<file path="config.mk">
export PLATFORM = sky130hd
export DESIGN_NAME = fmk_cfg
export DESIGN_NICKNAME = d
export VERILOG_FILES = /design/src/rtl/fmk_pkg.sv /design/src/rtl/fmk_cfg.sv
export SDC_FILE = /design/constraint.sdc
export NUM_CORES = 1
export LEC_CHECK = 0
export ABC_AREA = 1
export ABC_CLOCK_PERIOD_IN_PS = 5100
export BUFFER_PORTS_ARGS = -buffer_cell sky130_fd_sc_hd__buf_2
export CAP_MARGIN = 15
export CORE_MARGIN = 1.5
export CORE_UTILIZATION = 24
export CTS_CLUSTER_DIAMETER = 60
export DETAILED_ROUTE_END_ITERATION = 16
export GPL_ROUTABILITY_DRIVEN = 0
export PLACE_DENSITY_LB_ADDON = 0.05
export SETUP_SLACK_MARGIN = 0.1
export SLEW_MARGIN = 5
export SYNTH_ARGS = -nofsm -noshare
export SYNTH_HDL_FRONTEND = slang
export SYNTH_SLANG_ARGS = --single-unit
</file>
<file path="constraint.sdc">
create_clock -name aclk -period 5.1 [get_ports aclk]
set_clock_uncertainty 0.05 [all_clocks]
set_input_delay 0.255 -clock aclk [delete_from_list [all_inputs] [get_ports aclk]]
set_output_delay 0.255 -clock aclk [all_outputs]
set_load 0.005 [all_outputs]
</file>
<file path="src/rtl/fmk_pkg.sv">
// Shared constants, types and the exponent table of the fuzzy membership kernel.
`default_nettype none
package fmk_pkg;

    localparam int NUM_W       = 6;   // weight outputs
    localparam int MAX_CLS_DEF = 6;
    localparam int FRAC_BITS   = 16;
    localparam int DATA_W      = 16;
    localparam int CNT_W       = 3;
    localparam int Y_W         = 18;  // gain-corrected intensity
    localparam int SQ_W        = 2 * Y_W;
    localparam int EXP_BITS    = 20;  // exponent t, unsigned Q4.16
    localparam int T_SH        = 2 * FRAC_BITS - 8;
    localparam int D_W         = 33;  // affinity, Q1.32
    localparam int SUM_W       = 35;
    localparam int M_SH        = 24;  // membership Q1.24
    localparam int Q_W         = M_SH + 1;
    localparam int N_W         = D_W + M_SH + 1;
    localparam int R_W         = SUM_W + 1;
    localparam int W_SH        = 48 - FRAC_BITS;
    localparam int ADDR_W      = 5;

    // register indexes
    localparam logic [2:0] REG_CLASS_COUNT = 3'd0;
    localparam logic [2:0] REG_SPREAD      = 3'd1;
    localparam logic [2:0] REG_CENTER_0    = 3'd2;

    // exp(-2^j) in Q0.32, j = -16 .. 3
    localparam logic [31:0] EXP_TBL [EXP_BITS] = '{
        32'd4294901760, 32'd4294836226, 32'd4294705160, 32'd4294443040,
        32'd4293918848, 32'd4292870656, 32'd4290775039, 32'd4286586875,
        32'd4278222805, 32'd4261543595, 32'd4228380000, 32'd4162825044,
        32'd4034748382, 32'd3790295335, 32'd3344923893, 32'd2605029347,
        32'd1580030169, 32'd581260615,  32'd78665070,   32'd1440801
    };

    typedef struct packed {
        logic [CNT_W-1:0]              class_count;
        logic [DATA_W-1:0]             spread;
        logic [NUM_W-1:0][DATA_W-1:0]  center;
    } cfg_t;

endpackage
`default_nettype wire

</file>
<file path="src/rtl/fmk_cfg.sv">
// APB register file of the fuzzy membership kernel.
`default_nettype none
module fmk_cfg (
    input  wire logic                        aclk,
    input  wire logic                        aresetn,
    input  wire logic                        psel,
    input  wire logic                        penable,
    input  wire logic                        pwrite,
    input  wire logic [fmk_pkg::ADDR_W-1:0]  paddr,
    input  wire logic [31:0]                 pwdata,
    output logic      [31:0]                 prdata,
    output logic                             pready,
    output fmk_pkg::cfg_t                    cfg
);
    import fmk_pkg::*;

    cfg_t       cfg_reg;
    logic [2:0] idx;
    logic       wr;

    assign idx    = paddr[ADDR_W-1:2];
    assign wr     = psel && penable && pwrite;
    assign pready = 1'b1;
    assign cfg    = cfg_reg;

    always_ff @(posedge aclk) begin
        if (!aresetn) begin
            cfg_reg.class_count <= CNT_W'(3);
            cfg_reg.spread      <= 16'd16384;
            cfg_reg.center[0]   <= 16'd0;
            cfg_reg.center[1]   <= 16'd16384;
            cfg_reg.center[2]   <= 16'd32768;
            cfg_reg.center[3]   <= 16'd49152;
            cfg_reg.center[4]   <= 16'd0;
            cfg_reg.center[5]   <= 16'd0;
        end else if (wr) begin
            case (idx)
                REG_CLASS_COUNT: cfg_reg.class_count <= pwdata[CNT_W-1:0];
                REG_SPREAD:      cfg_reg.spread      <= pwdata[DATA_W-1:0];
                default:         cfg_reg.center[idx - REG_CENTER_0] <= pwdata[DATA_W-1:0];
            endcase
        end
    end

    always_comb begin
        case (idx)
            REG_CLASS_COUNT: prdata = {29'd0, cfg_reg.class_count};
            REG_SPREAD:      prdata = {16'd0, cfg_reg.spread};
            default:         prdata = {16'd0, cfg_reg.center[idx - REG_CENTER_0]};
        endcase
    end

endmodule
`default_nettype wire

</file>
==> impl_metrics.yaml <==
floorplanning:
  start_util: 0.245
  dieArea_mm2: 0.0257
  die_w_um: 160
  core_mm2: 0.0243
  pin_count: 190
  die_y_um: 160
  rows: 57
synthesis:
  synth_xor_area_frac: 0
  ys_types: 21
  synthAdderAreaFrac: 0.00631
  yosys.area.top_type_share: 0.387
  ys_seq_area_frac: 0.387
  ys_top_cells_by_area: "dfxtp_1 (39%), nand2_1 (25%), nor2_1 (14%)"
  syn-mean-instance-area_um2: 5.89
  synth_flop_cell: "dfxtp_1"
  synth_seq_cells: 115
  synthCells: 1009
  async_reset_ff_frac: 0
  muxShareOfSynthArea: 0
  yosys-top-cells-count: "nand2_1 (398), nor2_1 (222), dfxtp_1 (115)"
  yosysTopAreaCell: "dfxtp_1"
  synth_edf_count: 0
  synth_top_family_by_area: "simple AND/OR/NAND/NOR gates"
  yosysMostFrequentCell: "nand2_1"
  synth_area_mm2: 0.00595
  synth_compound_area_frac: 0.0404
  synth-simple-area-share: 0.427
  ys_warn_count: 0
sta:
  fin_crit_sh: 0.550
  max-slew-margin-rel: 0.463
  layout_min_cycle_time_ps: 2810
  hold_viol_final: 0
  rsz0062_at_grt: "no"
  setup_violations: 0
  setup_tns_ps: 0
  tightest_slew_ps: 806
  slew_viol_final: 0
  fmax_mhz: 356
worst_hold_path:
  min_path_type: "in -> reg"
  hold_depth: 3
  hold_start: "pwdata[15]"
  holdPathEnd: "cfg[15]$_SDFFE_PN0P_"
worst_setup_path:
  rrSetupSlack_ps: 4320
  endpoint_kind: "output pin"
  arrival_ps: 2500
  cp_max_fo: 21
  reg2reg_depth: 4
  cp_common_cell: "nand2_1"
  r2r-start: "cfg[18]$_SDFFE_PN0P_"
  start_kind: "input port"
  worst-path-buf-inv: 3
  worstPathRequired_ps: 4800
  rr_endpoint: "cfg[18]$_SDFFE_PN0P_"
  crit_slowest_cell: "buf_2"
  cp_cell_sequence: "buf_2 -> inv_4 -> ha_1 -> nand2_1 -> a21oi_1 -> o21ai_0 -> nand2_1 -> nand2_1 -> nand2_1 -> buf_2"
  cpLargestDelayFamily: "buffers and inverters"
  critical_path.max_stage_delay_ps: 420
  crit_type: "in -> out"
cts:
  path_clk_slew_ps: 50
  h-tree-depth: 4
  cts_made_buffers: 17
  clock_latency_ps: 410
  clock-sinks: 115
  clockBufferDepth: 2
  cts_hold_buf: 0
  root_buffer: "clkbuf_16"
  ctsResizeCount: 0
  cts_setup_buffers: 0
  cts_tree: "built"
power_and_ir_drop:
  clkPwrFrac: 0.535
  p_int_mw: 1.80
  total_leakage_power_nw: 4.50
  vdd.ir_drop.worst_mv: 0.167
  p_comb_frac: 0.083
  total_power_mw: 2.40
  power.switching_uw: 604
  p_sw_frac: 0.252
  power_density_mw_per_mm2: 321
  seqPwrFrac: 0.382
global_route:
  grt_usage: 0.194
  grt_pass1_wl_um: 36500
  grt_max_degree: 73
  grt_overflow_total: 0
  grt_pass1_vias: 5518
  antenna_found_initial: 1
routing:
  drc: 0
  vias_per_cell: 4.13
  antenna_left: 0
  drt_iter0_markers: 428
  vias: 6082
  routed_wl_um: 24600
  wl_per_cell_um: 16.7
  dr.pass1.iters: 5
cells_and_area:
  nFillCells: 2811
  finish.net_count: 1180
  largest_reg_flops: 115
  post_route_cells_drive_above_1_share: 0.175
  syn_to_final_growth_pct: 25.8
placed_design:
  hpwl_um: 17000
  io_buffers: 154
flow_run:
  max-cap-violations: 0
status:
  status: "finished clean"
## area by class of cell
type	instances	area, um^2	share of cell area
clock inverter	11	158	0.0211
inverter	113	427	0.0571
sequential	115	2300	0.308
clock buffer	21	460	0.0616
timing repair buffer	163	841	0.112
multi-input combinational	725	2880	0.385
tap	324	405	0.0542
antenna	1	2.50	0.000335
## worst max-delay path by stage
stage	start	endpoint	slack, ps	depth (start not counted)
2_1_floorplan	paddr[3]	prdata[10]	3010	11
3_3_place_gp	paddr[3]	prdata[14]	2270	10
3_5_place_dp	paddr[3]	prdata[14]	2300	10
4_1_cts	paddr[3]	prdata[14]	2290	10
5_1_grt	paddr[3]	prdata[14]	2050	10
6_report	paddr[3]	prdata[14]	2290	10
## per-stage QoR
| step | setup WS, ps | hold WS, ps | area [um^2] | instances | utilization |
|---|---|---|---|---|---|
| final | 2290 | 196 | 7480 | 1473 | 0.308 |
| after global routing | 2050 | 187 | 7480 | 1472 | 0.307 |
| after CTS | 2290 | 173 | 7480 | 1472 | 0.307 |
| after detailed placement | 2300 | 422 | 6860 | 1440 | 0.282 |
| after global placement | 2270 | 444 | 6860 | 1440 | 0.282 |
| after floorplan | 3010 | 331 | 6000 | 1024 | - |
## cell usage in the layout, fill, tap and decap left out
master	Yosys	final
nand2_1	398	398
nor2_1	222	222
buf_2	31	153
dfxtp_1	115	115
inv_1	109	109
nand3_1	27	27
o21ai_0	23	23
conb_1	2	17
clkbuf_16	0	17
a21oi_1	16	16
buf_4	23	10
o21ai_1	9	9
nand4_1	6	6
clkinv_2	0	6
bufinv_16	0	4
inv_2	3	3
ha_1	3	3
clkbuf_8	0	2
clkbuf_1	11	2
diode_2	0	1
inv_4	1	1
nand3_4	1	1
nand2_2	1	1
nor2_2	1	1
nor2_4	1	1
clkinvlp_4	0	1
## layer usage
| layer | wire, um | share of wire | GRT usage |
|---|---|---|---|
| met3 | 1200 | 0.049 | 0.0380 |
| met5 | 0 | 0 | 0 |
| met2 | 10300 | 0.42 | 0.275 |
| met4 | 261 | 0.011 | 0.0472 |
| met1 | 12800 | 0.52 | 0.296 |
## worst reg2reg max path: stages, from the launching register on
cell and delay, ps:
dfxtp_1 380, inv_1 70, nand2_1 70, nand2_1 50, nor2_1 100
## kinds of logic after synthesis
kind of cell    after synthesis
simple gates                657
buf+inv                     184
flops                       115
compound gates               48
fa+ha+maj                     3
other cells                   2
## power groups by stage
stage / Clock [mW] / Sequential [mW] / Combinational [mW]
2_1_floorplan: 0 / 0.936 / 0.115
3_3_place_gp: 0 / 0.937 / 0.203
3_5_place_dp: 0 / 0.937 / 0.202
4_1_cts: 1.31 / 0.917 / 0.202
5_1_grt: 1.35 / 0.918 / 0.223
6_report: 1.29 / 0.917 / 0.199
Note: power is estimated with default switching activity, not from simulation.
